--- src/hw/rtl/rhc_pkg.sv ---
package rhc_pkg;

  // Channel resolution; the quotient and numerator widths below follow from it.
  localparam int ChannelBits = 10;

  // Result field widths.
  localparam int HueW = 9;
  localparam int SatW = 7;
  localparam int BriW = 9;

  // Scale factors and hue sector bases.
  localparam int HueScale     = 60;
  localparam int SatScale     = 100;
  localparam int BriScale     = 100;
  localparam int BriFullScale = 255;
  localparam int HueGreenBase = 120;
  localparam int HueBlueBase  = 240;
  localparam int HueWrap      = 360;

  // Largest quotient any lane produces sets the number of divider cells.
  localparam int BriQuoMax = ((1 << ChannelBits) - 1) * BriScale / BriFullScale;
  localparam int QuoW      = $clog2(BriQuoMax + 1);
  localparam int NumW      = ChannelBits + QuoW;

  // Divider lanes.
  localparam int LaneHue = 0;
  localparam int LaneSat = 1;
  localparam int LaneBri = 2;
  localparam int LaneCnt = 3;

  typedef logic [ChannelBits-1:0] chan_t;

  typedef enum logic [1:0] {
    SecRed,
    SecGreen,
    SecBlue
  } sector_e;

  // One restoring-division lane: partial remainder, numerator bits that
  // shift out on the left while quotient bits shift in on the right.
  typedef struct packed {
    chan_t            dvs;
    chan_t            rem;
    logic [QuoW-1:0]  quo;
  } lane_t;

  // Item payload as it travels down the cell chain.
  typedef struct packed {
    logic                   gray;
    logic                   neg;
    sector_e                sector;
    lane_t [LaneCnt-1:0]    lane;
  } cell_t;

endpackage

--- src/hw/rtl/rhc_pix_if.sv ---
interface rhc_pix_if;
  import rhc_pkg::*;

  logic  valid;
  logic  ready;
  chan_t red;
  chan_t green;
  chan_t blue;

  modport source (output valid, output red, output green, output blue, input ready);
  modport sink   (input valid, input red, input green, input blue, output ready);

endinterface

--- src/hw/rtl/rhc_hsv_if.sv ---
interface rhc_hsv_if;
  import rhc_pkg::*;

  logic            valid;
  logic            ready;
  logic [HueW-1:0] hue;
  logic [SatW-1:0] saturation;
  logic [BriW-1:0] brightness;

  modport source (output valid, output hue, output saturation, output brightness,
                  input ready);
  modport sink   (input valid, input hue, input saturation, input brightness,
                  output ready);

endinterface

--- src/hw/rtl/rhc_front.sv ---
module rhc_front (
  input  logic           clk_i,
  input  logic           rst_ni,
  input  logic           en_i,
  rhc_pix_if.sink        pix_i,
  output logic           vld_o,
  output rhc_pkg::cell_t cell_o
);
  import rhc_pkg::*;

  // Stage A: pick the largest channel, the smallest one and the hue pair.
  sector_e sector_d, sector_q;
  chan_t   mx_d, mx_q;
  chan_t   mn_d, mn_q;
  chan_t   pa, pb;
  chan_t   mag_d, mag_q;
  logic    neg_d, neg_q;
  logic    a_vld_q;

  // Stage B: scale numerators and load the divider lanes.
  chan_t           dlt;
  logic [NumW-1:0] num_hue, num_sat, num_bri;
  cell_t           cell_d, cell_q;
  logic            b_vld_q;

  assign pix_i.ready = en_i;

  always_comb begin
    // Ties go to red first, then green.
    if (pix_i.red >= pix_i.green && pix_i.red >= pix_i.blue) begin
      sector_d = SecRed;
    end else if (pix_i.green >= pix_i.blue) begin
      sector_d = SecGreen;
    end else begin
      sector_d = SecBlue;
    end

    mn_d = (pix_i.red <= pix_i.green) ? pix_i.red : pix_i.green;
    if (pix_i.blue < mn_d) begin
      mn_d = pix_i.blue;
    end

    case (sector_d)
      SecRed: begin
        mx_d = pix_i.red;
        pa   = pix_i.green;
        pb   = pix_i.blue;
      end
      SecGreen: begin
        mx_d = pix_i.green;
        pa   = pix_i.blue;
        pb   = pix_i.red;
      end
      default: begin
        mx_d = pix_i.blue;
        pa   = pix_i.red;
        pb   = pix_i.green;
      end
    endcase

    neg_d = (pa < pb);
    mag_d = neg_d ? (pb - pa) : (pa - pb);
  end

  always_comb begin
    dlt     = mx_q - mn_q;
    num_hue = NumW'(mag_q) * NumW'(HueScale);
    num_sat = NumW'(dlt) * NumW'(SatScale);
    num_bri = NumW'(mx_q) * NumW'(BriScale);

    cell_d.gray   = (dlt == '0);
    cell_d.neg    = neg_q;
    cell_d.sector = sector_q;

    cell_d.lane[LaneHue].dvs = dlt;
    cell_d.lane[LaneHue].rem = ChannelBits'(num_hue >> QuoW);
    cell_d.lane[LaneHue].quo = num_hue[QuoW-1:0];

    cell_d.lane[LaneSat].dvs = mx_q;
    cell_d.lane[LaneSat].rem = ChannelBits'(num_sat >> QuoW);
    cell_d.lane[LaneSat].quo = num_sat[QuoW-1:0];

    cell_d.lane[LaneBri].dvs = ChannelBits'(BriFullScale);
    cell_d.lane[LaneBri].rem = ChannelBits'(num_bri >> QuoW);
    cell_d.lane[LaneBri].quo = num_bri[QuoW-1:0];
  end

  always_ff @(posedge clk_i or negedge rst_ni) begin
    if (!rst_ni) begin
      a_vld_q <= 1'b0;
      b_vld_q <= 1'b0;
    end else if (en_i) begin
      a_vld_q <= pix_i.valid;
      b_vld_q <= a_vld_q;
    end
  end

  always_ff @(posedge clk_i) begin
    if (en_i) begin
      sector_q <= sector_d;
      mx_q     <= mx_d;
      mn_q     <= mn_d;
      mag_q    <= mag_d;
      neg_q    <= neg_d;
      cell_q   <= cell_d;
    end
  end

  assign vld_o  = b_vld_q;
  assign cell_o = cell_q;

endmodule

--- src/hw/rtl/rhc_div_cell.sv ---
module rhc_div_cell (
  input  logic           clk_i,
  input  logic           rst_ni,
  input  logic           en_i,
  input  logic           vld_i,
  input  rhc_pkg::cell_t cell_i,
  output logic           vld_o,
  output rhc_pkg::cell_t cell_o
);
  import rhc_pkg::*;

  logic [LaneCnt-1:0][ChannelBits:0] trial;
  logic [LaneCnt-1:0]                fits;
  cell_t                             cell_d, cell_q;
  logic                              vld_q;

  // One restoring step per lane: shift in the next numerator bit, subtract
  // the divisor where it fits, shift the quotient bit in.
  always_comb begin
    cell_d = cell_i;
    for (int l = 0; l < LaneCnt; l++) begin
      trial[l] = {cell_i.lane[l].rem, cell_i.lane[l].quo[QuoW-1]};
      fits[l]  = (trial[l] >= {1'b0, cell_i.lane[l].dvs});
      cell_d.lane[l].rem = fits[l] ? ChannelBits'(trial[l] - {1'b0, cell_i.lane[l].dvs})
                                   : trial[l][ChannelBits-1:0];
      cell_d.lane[l].quo = {cell_i.lane[l].quo[QuoW-2:0], fits[l]};
    end
  end

  always_ff @(posedge clk_i or negedge rst_ni) begin
    if (!rst_ni) begin
      vld_q <= 1'b0;
    end else if (en_i) begin
      vld_q <= vld_i;
    end
  end

  always_ff @(posedge clk_i) begin
    if (en_i) begin
      cell_q <= cell_d;
    end
  end

  assign vld_o  = vld_q;
  assign cell_o = cell_q;

endmodule

--- src/hw/rtl/rhc_back.sv ---
module rhc_back (
  input  logic           clk_i,
  input  logic           rst_ni,
  input  logic           vld_i,
  input  rhc_pkg::cell_t cell_i,
  output logic           en_o,
  rhc_hsv_if.source      hsv_o
);
  import rhc_pkg::*;

  logic [HueW:0]   q_hue, base, hue_sum;
  logic [HueW-1:0] hue_new;
  logic [SatW-1:0] sat_new;
  logic [BriW-1:0] bri_new;

  logic            out_vld_d, out_vld_q;
  logic            skid_vld_d, skid_vld_q;
  logic            load_out, load_skid, move_skid;
  logic [HueW-1:0] out_hue_q, skid_hue_q;
  logic [SatW-1:0] out_sat_q, skid_sat_q;
  logic [BriW-1:0] out_bri_q, skid_bri_q;

  // Finish the hue: add the sector base, wrap a negative red hue, force hue 0 for gray.
  always_comb begin
    q_hue = (HueW + 1)'(cell_i.lane[LaneHue].quo);
    case (cell_i.sector)
      SecGreen: base = (HueW + 1)'(HueGreenBase);
      SecBlue:  base = (HueW + 1)'(HueBlueBase);
      default:  base = '0;
    endcase

    if (cell_i.gray) begin
      hue_sum = '0;
    end else if (!cell_i.neg) begin
      hue_sum = base + q_hue;
    end else if (base >= q_hue) begin
      hue_sum = base - q_hue;
    end else begin
      hue_sum = base + (HueW + 1)'(HueWrap) - q_hue;
    end

    hue_new = HueW'(hue_sum);
    sat_new = cell_i.gray ? '0 : SatW'(cell_i.lane[LaneSat].quo);
    bri_new = BriW'(cell_i.lane[LaneBri].quo);
  end

  // Output register plus skid slot; the chain advances while the skid is empty.
  always_comb begin
    out_vld_d  = out_vld_q;
    skid_vld_d = skid_vld_q;
    load_out   = 1'b0;
    load_skid  = 1'b0;
    move_skid  = 1'b0;
    if (skid_vld_q) begin
      if (hsv_o.ready) begin
        move_skid  = 1'b1;
        skid_vld_d = 1'b0;
      end
    end else if (vld_i) begin
      if (!out_vld_q || hsv_o.ready) begin
        load_out  = 1'b1;
        out_vld_d = 1'b1;
      end else begin
        load_skid  = 1'b1;
        skid_vld_d = 1'b1;
      end
    end else if (hsv_o.ready) begin
      out_vld_d = 1'b0;
    end
  end

  always_ff @(posedge clk_i or negedge rst_ni) begin
    if (!rst_ni) begin
      out_vld_q  <= 1'b0;
      skid_vld_q <= 1'b0;
    end else begin
      out_vld_q  <= out_vld_d;
      skid_vld_q <= skid_vld_d;
    end
  end

  always_ff @(posedge clk_i) begin
    if (load_out) begin
      out_hue_q <= hue_new;
      out_sat_q <= sat_new;
      out_bri_q <= bri_new;
    end else if (move_skid) begin
      out_hue_q <= skid_hue_q;
      out_sat_q <= skid_sat_q;
      out_bri_q <= skid_bri_q;
    end
    if (load_skid) begin
      skid_hue_q <= hue_new;
      skid_sat_q <= sat_new;
      skid_bri_q <= bri_new;
    end
  end

  assign en_o             = !skid_vld_q;
  assign hsv_o.valid      = out_vld_q;
  assign hsv_o.hue        = out_hue_q;
  assign hsv_o.saturation = out_sat_q;
  assign hsv_o.brightness = out_bri_q;

endmodule

--- src/hw/rtl/rgb_to_hsv_converter_top.sv ---
// RGB to HSV converter. Takes one red, green, blue sample per item on pix_i and returns
// hue in whole degrees (0..359), saturation in percent (0..100) and brightness as
// 100 * max / 255 (not saturated) on hsv_o, one result item per input item, in order.
// Gray and black samples give hue 0 and saturation 0. The block accepts one item every
// clock cycle while its output skid slot is empty; an accepted item passes two front
// stages, one divider cell per quotient bit and the output register on its way to hsv_o.
// The divider is a chain of identical cells, each doing one restoring-division step for
// the hue, saturation and brightness lanes at once, so the quotient width of the brightness
// lane sets the chain length. A skid slot behind the output register keeps pix_i.ready
// registered; an item reaching a stalled, full output register goes to the skid slot,
// then pix_i.ready drops and the chain holds. Reset is asynchronous and active low.
module rgb_to_hsv_converter_top (
  input  logic      clk_i,
  input  logic      rst_ni,
  rhc_pix_if.sink   pix_i,
  rhc_hsv_if.source hsv_o
);
  import rhc_pkg::*;

  // Chain advance: high while the output skid slot is empty.
  logic                en;

  // Item payload and valid at each link of the chain; link 0 leaves the front stages.
  cell_t               link_cell [QuoW+1];
  logic [QuoW:0]       link_vld;

  // Find max, min and the hue pair, then scale the three numerators.
  rhc_front u_front (
    .clk_i  (clk_i),
    .rst_ni (rst_ni),
    .en_i   (en),
    .pix_i  (pix_i),
    .vld_o  (link_vld[0]),
    .cell_o (link_cell[0])
  );

  // One quotient bit per cell, most significant first.
  for (genvar c = 0; c < QuoW; c++) begin : g_cell
    rhc_div_cell u_cell (
      .clk_i  (clk_i),
      .rst_ni (rst_ni),
      .en_i   (en),
      .vld_i  (link_vld[c]),
      .cell_i (link_cell[c]),
      .vld_o  (link_vld[c+1]),
      .cell_o (link_cell[c+1])
    );
  end

  // Fold in the hue sector, clear gray results, register and hand off.
  rhc_back u_back (
    .clk_i  (clk_i),
    .rst_ni (rst_ni),
    .vld_i  (link_vld[QuoW]),
    .cell_i (link_cell[QuoW]),
    .en_o   (en),
    .hsv_o  (hsv_o)
  );

`ifndef SYNTHESIS
  // Hue wraps below a full turn.
  assert property (@(posedge clk_i) disable iff (!rst_ni)
    hsv_o.valid |-> (hsv_o.hue < HueW'(HueWrap)))
    else $error("hue out of range");

  // Saturation never exceeds full scale.
  assert property (@(posedge clk_i) disable iff (!rst_ni)
    hsv_o.valid |-> (hsv_o.saturation <= SatW'(SatScale)))
    else $error("saturation out of range");

  // The chain only holds when a result already waits in the output register.
  assert property (@(posedge clk_i) disable iff (!rst_ni)
    !pix_i.ready |-> hsv_o.valid)
    else $error("input stalled with empty output");

  // A stall with a result in the chain's last cell leaves that cell loaded.
  assert property (@(posedge clk_i) disable iff (!rst_ni)
    (!en && link_vld[QuoW]) |=> link_vld[QuoW])
    else $error("held item lost at end of chain");
`endif

endmodule
--- src/flat_wrapper.sv ---
// flat-port wrapper written by rule: the top's interface ports become plain ports
module rgb_to_hsv_converter_top_flat import rhc_pkg::*;
  (clk_i, rst_ni, pix_i_valid, pix_i_red, pix_i_green, pix_i_blue, pix_i_ready, hsv_o_valid, hsv_o_hue, hsv_o_saturation, hsv_o_brightness, hsv_o_ready);
  rhc_pix_if pix_i_i ();
  rhc_hsv_if hsv_o_i ();
  input  logic clk_i;
  input  logic rst_ni;
  input wire logic [$bits(pix_i_i.valid)-1:0] pix_i_valid;
  input wire logic [$bits(pix_i_i.red)-1:0] pix_i_red;
  input wire logic [$bits(pix_i_i.green)-1:0] pix_i_green;
  input wire logic [$bits(pix_i_i.blue)-1:0] pix_i_blue;
  output wire logic [$bits(pix_i_i.ready)-1:0] pix_i_ready;
  output wire logic [$bits(hsv_o_i.valid)-1:0] hsv_o_valid;
  output wire logic [$bits(hsv_o_i.hue)-1:0] hsv_o_hue;
  output wire logic [$bits(hsv_o_i.saturation)-1:0] hsv_o_saturation;
  output wire logic [$bits(hsv_o_i.brightness)-1:0] hsv_o_brightness;
  input wire logic [$bits(hsv_o_i.ready)-1:0] hsv_o_ready;
  assign pix_i_i.valid = pix_i_valid;
  assign pix_i_i.red = pix_i_red;
  assign pix_i_i.green = pix_i_green;
  assign pix_i_i.blue = pix_i_blue;
  assign pix_i_ready = pix_i_i.ready;
  assign hsv_o_valid = hsv_o_i.valid;
  assign hsv_o_hue = hsv_o_i.hue;
  assign hsv_o_saturation = hsv_o_i.saturation;
  assign hsv_o_brightness = hsv_o_i.brightness;
  assign hsv_o_i.ready = hsv_o_ready;
  rgb_to_hsv_converter_top u_core (.clk_i(clk_i), .rst_ni(rst_ni), .pix_i(pix_i_i), .hsv_o(hsv_o_i));
endmodule
--- config.mk ---
export PLATFORM = sky130hd
export DESIGN_NAME = rgb_to_hsv_converter_top_flat
export DESIGN_NICKNAME = d
export VERILOG_FILES = /design/src/hw/rtl/rhc_pkg.sv /design/src/hw/rtl/rhc_pix_if.sv /design/src/hw/rtl/rhc_hsv_if.sv /design/src/hw/rtl/rhc_front.sv /design/src/hw/rtl/rhc_div_cell.sv /design/src/hw/rtl/rhc_back.sv /design/src/hw/rtl/rgb_to_hsv_converter_top.sv /design/src/flat_wrapper.sv
export SDC_FILE = /design/constraint.sdc
export NUM_CORES = 2
export LEC_CHECK = 0
export BUFFER_PORTS_ARGS = -buffer_cell sky130_fd_sc_hd__buf_2
export CORE_MARGIN = 5
export CORE_UTILIZATION = 35
export DETAILED_ROUTE_END_ITERATION = 6
export GPL_TIMING_DRIVEN = 0
export PLACE_DENSITY = 0.5
export SLEW_MARGIN = 20
export SYNTH_ARGS = -nofsm -noshare
export SYNTH_HDL_FRONTEND = slang
export SYNTH_SLANG_ARGS = --single-unit
--- constraint.sdc ---
create_clock -name clk_i -period 67.8 [get_ports clk_i]
set_input_delay 13.56 -clock clk_i [delete_from_list [all_inputs] [get_ports clk_i]]
set_output_delay 13.56 -clock clk_i [all_outputs]
set_load 0.02 [all_outputs]
# Word-level counts from Yosys, hierarchy flattened
# Index checks and enable logic that the tools add are counted.
[totals]
elab_cells = 273
regBits = 792
[op_classes]
add_sub_neg = 31
mux = 56
reduce_logical = 9
mul = 3
order_cmp = 34
eq_ne = 4
n_bitwise = 1
[op_table]
columns = ["operator", "n"]
rows = [
  ["10-bit two-way mux", 24],
  ["11-bit by 10-bit >= comparator with 1-bit output", 16],
  ["10-bit subtractor", 17],
  ["11-bit by 8-bit >= comparator with 1-bit output, second input constant", 8],
  ["9-bit two-way mux", 9],
  ["10-bit by 8-bit subtractor with 10-bit output, second input constant", 7],
  ["10-bit one-hot mux with 2 select lines", 3],
  ["10-bit >= comparator", 3],
  ["10-bit by 5-bit multiplier with 15-bit output, second input constant", 2],
  ["7-bit two-way mux", 3],
  ["10-bit less-than comparator", 2],
  ["8-bit one-hot mux with 2 select lines", 1],
  ["10-bit by 4-bit multiplier with 14-bit output, second input constant", 1],
  ["1-bit two-way mux", 13],
  ["10-bit by 9-bit >= comparator with 1-bit output", 1],
  ["8-bit by 10-bit >= comparator with 1-bit output", 1],
  ["9-bit by 10-bit >= comparator with 1-bit output", 1],
  ["10-bit less-or-equal comparator", 1],
  ["10-bit zero test", 1],
  ["8-bit by 10-bit subtractor with 10-bit output", 1],
  ["9-bit by 10-bit subtractor with 10-bit output", 1],
  ["9-bit by 8-bit subtractor with 10-bit output, second input constant", 1],
  ["8-bit by 9-bit adder with 9-bit output", 1],
  ["8-bit by 9-bit adder with 9-bit output, second input constant", 1],
  ["other kinds (15)", 19],
]

# Logic depth before layout (Yosys ltp)
[logic_depth]
word_depth = 8
mapped_depth = 22
ltp_nobuf = 22

# Modules after synthesis
# Synthesis repeated with hierarchy kept, for this count alone.
[unflattened]
hier_cells = 3967
area_unflattened_um2 = 53412.5
[modules_own_cells]
columns = ["module", "cells_each", "instances", "seq_area_each_um2", "area_per_inst_um2"]
rows = [
  ["rhc_div_cell (u_core.g_cell[0].u_cell ...)", 319, 5, 2757.6, 4613.2],
  ["rhc_div_cell (u_core.g_cell[2].u_cell ...)", 320, 4, 2757.6, 4609.4],
  ["rhc_front", 843, 1, 2902.8, 8851.0],
  ["rhc_back", 249, 1, 1551.5, 3057.9],
]

# Worst setup path before layout
# OpenSTA, ideal clock, no wires.
[synth_path]
kind = "register to output"
startpoint = "register u_core.u_back.skid_vld_q"
endpoint = "output port pix_i_ready"
slack_ns = 40.797
arrival_ns = 13.443
stages_incl_launch_ff = 2
path_cell_list = "dfrtp_1 inv_1"
[synth_between]
elab_chain_cells = 1
[synth_lines]
columns = ["element", "line_no", "rtl"]
rows = [
  ["start: declaration", "rhc_back.sv:17", "logic skid_vld_d, skid_vld_q;"],
  ["start signal: assignment", "rhc_back.sv:78", "skid_vld_q <= skid_vld_d;"],
  ["1-bit zero test", "rhc_back.sv:99", "assign en_o = !skid_vld_q;"],
  ["end: declaration", "flat_wrapper.sv:12", "output wire logic [$bits(pix_i_i.ready)-1:0] pix_i_ready;"],
]
# Every way passes these cells.

# Worst setup path in the final report
[layout_path]
startpoint = "input port pix_i_green[7]"
endpoint = "register u_core.u_front.mag_q[9], data pin"
[layout_between]
elab_chain_cells = 7
elab_cells_between_ends = 13
classes_between = "2 x add/sub; 3 x order compare; 1 x eq/ne; 5 x mux; 2 x reduce/logical"
[layout_lines]
columns = ["element", "line_no", "rtl"]
rows = [
  ["start: declaration", "flat_wrapper.sv:10", "input wire logic [$bits(pix_i_i.green)-1:0] pix_i_green;"],
  ["10-bit >= comparator, on equally long branches", "rhc_front.sv:32, rhc_front.sv:30", ""],
  ["2-bit two-way mux or 1-bit logical AND (tied branches)", "rhc_front.sv:32, rhc_front.sv:30", ""],
  ["2-bit two-way mux", "rhc_front.sv:30", "if (pix_i.red >= pix_i.green && pix_i.red >= pix_i.blue) begin"],
  ["2-bit by 1-bit == test with 1-bit output or 2-bit zero test (tied branches)", "rhc_front.sv:43", "case (sector_d)"],
  ["10-bit one-hot mux with 2 select lines", "rhc_front.sv:43", ""],
  ["10-bit subtractor or 10-bit less-than comparator (tied branches)", "rhc_front.sv:62, rhc_front.sv:61", ""],
  ["10-bit two-way mux (*)", "rhc_front.sv:62", "mag_d = neg_d ? (pb - pa) : (pa - pb);"],
  ["via u_core.u_front.mag_d[9]", "rhc_front.sv:16", "chan_t mag_d, mag_q;"],
  ["end signal: assignment", "rhc_front.sv:103", "mag_q <= mag_d;"],
  ["end: declaration", "rhc_front.sv:16", ""],
]
# The timed path passes the listed nets; every way through them passes the cells marked *.
# A chain may end at the register's enable or synchronous reset.

==> out/results.tsv <==
stage	metric	value	unit
place	gp_congestion	0.813	
logic_synthesis	synth-seq-area-share	55.8	%
global_route	grt_max_degree	114	
flow_run	maxCapViolCount	0	
layout	final_cell_mix	edfxtp_1 (719), ha_1 (361), inv_1 (338), nand2_1 (168), nor2_1 (157)	
timing	min_period	17.81	ns
logic_synthesis	synth_cell_types	74	
cts	path_clk_slew	0.06	ns
timing	drv_slew	0	
global_route	busiest_layer	met2	
worst_setup_path	critical-path-max-stage-delay	0.58	ns
timing	tightest_slew	0.947	ns
timing	finalHoldViolations	0	
logic_synthesis	synth_flop_cell	edfxtp_1	
timing	rsz0062_at_grt	no	
worst_setup_path	end_kind	flip-flop	
layout	nNetsFinal	3682	
worst_setup_path	crit_type	input port to flip-flop	
worst_setup_path	path_cells	buf_2 > inv_1 > ha_1 > nand4_1 > a211oi_1 > a2111o_1 > o22ai_1 > a21oi_1 > clkbuf_1 > nor2_1 > a21o_1 > ha_1 > buf_2 > a21o_1 > a21oi_1 > a21boi_1 > o31a_1 > mux2_2 > a221oi_2 > xnor2_1	
place	dpl.hpwl	51000	µm
route	firstDrtPassIters	5	
timing	fin_crit_sh	26.3	%
logic_synthesis	synth_area	39300	µm²
floorplan	die_w	345	µm
global_route	use_met3	2.10	%
cts	cts_sinks	732	
floorplan	start_util	35.1	%
global_route	grt_pass1_wl	115000	µm
timing	skew	0.0231	ns
floorplan	dieArea	119000	µm²
global_route	grt_use_met1	14.6	%
worst_setup_path	critPathBufInv	4	
cts	cts_tree	done	
logic_synthesis	synthCells	3086	
global_route	grt_pass1_vias	22800	
global_route	antenna_found_initial	0	
place	place_inst	4655	
route	wl_per_cell	14.3	µm
global_route	grt.total_usage	11.5	%
cts	post_cts_buffers	0	
logic_synthesis	ys_warn_count	0	
logic_synthesis	synth_area_per_cell	12.7	µm²
route	post-route-drc-count	0	
hold_path	hold_start	u_core.g_cell[1].u_cell.cell_o[0]$_DFFE_PN_	
route	num_vias	22500	
cts	cts-root-buf	clkbuf_16	
worst_setup_path	start_kind	input port	
route	drt_iter0_drc	1056	
floorplan	ios	61	
timing	slew-limit-headroom	36.9	%
cts	cts-resized-gates	0	
timing	fmax	56.1	MHz
cts	cts-hold-fix-buffers	0	
worst_setup_path	cp-startpoint	pix_i_green[7]	
worst_setup_path	slowest_stage	a21oi_1	
worst_setup_path	required	68.18	ns
floorplan	core_area	112000	µm²
floorplan	die_h	345	µm
cts	clockBufferDepth	3	
route	vias_per_cell	4.68	
hold_path	hold_path.class	flip-flop to flip-flop	
worst_setup_path	crit_family	compound AO/OA/AOI/OAI gates	
layout	num_antenna_cells	0	
layout	final_layout_size_suffix_gt1_share	10.3	%
worst_setup_path	path_max_fanout	10	
timing	hold-worst-slack	0.404	ns
route	postRouteAntennaNets	0	
layout	post-route-util	39.5	%
layout	final_common_cell	edfxtp_1	
outcome	status	finished clean	
floorplan	rows	123	
global_route	grt.overflow.total	0	
cts	numCtsBuffers	82	
logic_synthesis	synth_seq_cells	732	
logic_synthesis	synth_nets	3529	
place	io_buffers	60	
logic_synthesis	synth-async-reset-ratio	1.78	%
route	finalWirelength	68900	µm
layout	area.growth.synth_to_final	12.8	%
layout	fin_cells	4806	
global_route	grtUsageMet2	20.1	%
logic_synthesis	synth_edf_count	719	
cts	h-tree-depth	3	
worst_setup_path	r2r_start	u_core.u_front.mx_q[0]$_DFFE_PN_	
timing	fin_tns_setup	0	ns
timing	setup_violations	0	
worst_setup_path	crit_arrival	18.19	ns
cts	clk_latency	0.63	ns
cells in the mapped netlist (all sizes together), types with 48 or more instances:
master / count / area, µm²
nand2: 168 / 631
o21ai: 145 / 726
fa: 48 / 961
a21o: 80 / 601
xor2: 58 / 508
nand3: 49 / 245
nor2: 162 / 642
ha: 361 / 4520
inv: 340 / 1280
nor2b: 50 / 313
edfxtp: 719 / 21600
mux2i: 66 / 661
mux2: 125 / 1430
xnor2: 132 / 1160
a21oi: 143 / 716
registers in the layout, indices dropped and copies added, names as in the netlist:
signal                          cells
u_core.u_back.skid_vld_q            1
u_core.g_cell.u_cell.cell_o       574
u_core.u_front.neg_q                1
u_core.u_front.mx_q                10
u_core.u_back.hsv_o.hue             9
u_core.u_back.hsv_o.valid           1
u_core.u_front.a_vld_q              1
u_core.u_front.cell_o              62
u_core.u_back.skid_bri_q            9
u_core.u_front.mag_q               10
u_core.u_front.mn_q                10
u_core.g_cell.u_cell.vld_o          9
u_core.u_back.hsv_o.saturation      7
u_core.u_front.vld_o                1
u_core.u_back.hsv_o.brightness      9
u_core.u_back.skid_hue_q            9
u_core.u_back.skid_sat_q            7
u_core.u_front.sector_q             2
layer usage:
layer  share of wire [%]  wire length [µm]  vias up
met5                   0                 0        -
met4                 2.3              1550        0
met3                 3.4              2330       93
met2                  49             33700      239
met1                  45             31300    10600
li1                    -                 -    11600
stage by stage:
step	area, µm²	setup slack, ns
3_5_place_dp	41700	49.31
6_report	44300	49.99
5_1_grt	44300	49.60
3_3_place_gp	41500	33.36
4_1_cts	44300	50.01
2_1_floorplan	39300	40.80
cell type report:
class,count,area [µm²]
Clock inverter,52,449
Multi-Input combinational cell,1979,16000
Buffer,34,151
Sequential cell,732,21900
Clock buffer,99,2120
Tap cell,1500,1880
Timing Repair Buffer,69,548
Fill cell,10700,67700
Inverter,341,1290
worst register-to-register path, stage by stage (launching register included):
cell	delay, ns
edfxtp_1	0.51
inv_1	0.10
ha_1	0.13
inv_1	0.06
fa_1	0.40
a21o_1	0.20
a21oi_1	0.21
nor2b_1	0.08
o21a_1	0.18
o41a_1	0.32
xor2_1	0.45
inv_1	0.22
fa_1	0.57
inv_1	0.04
ha_1	0.34
nand2_1	0.07
o21ai_0	0.11
or4_1	0.45
a31oi_1	0.20
o21ai_0	0.12
xor2_1	0.15
kinds of logic after synthesis:
family | count (synthesis) | synth area share [%]
muxes | 191 | 5.33
and+or+nand+nor | 612 | 7.59
AOI/OAI and AO/OA | 577 | 9.47
DFF | 732 | 55.8
xor gates and xnor gates | 190 | 4.24
adders and majority gates | 409 | 13.9
buffers and inverters | 375 | 3.64
worst paths after layout:
path	to	slack (ns)	depth (start not counted)
max reg2reg	u_core.u_front.cell_o[44]$_DFFE_PN_	62.64	20
min reg2reg	u_core.g_cell[2].u_cell.cell_o[1]$_DFFE_PN_	0.40	0
max in group asynchronous	u_core.u_back.hsv_o.valid$_DFFE_PN0P_	54.75	1
min in group asynchronous	u_core.u_back.skid_vld_q$_DFF_PN0_	12.82	1
min	u_core.g_cell[2].u_cell.cell_o[1]$_DFFE_PN_	0.40	0
max	u_core.u_front.mag_q[9]$_DFFE_PN_	49.99	20
Power is not shown: default switching activity piles up to over one toggle a cycle in this logic, so the estimate is an artifact.
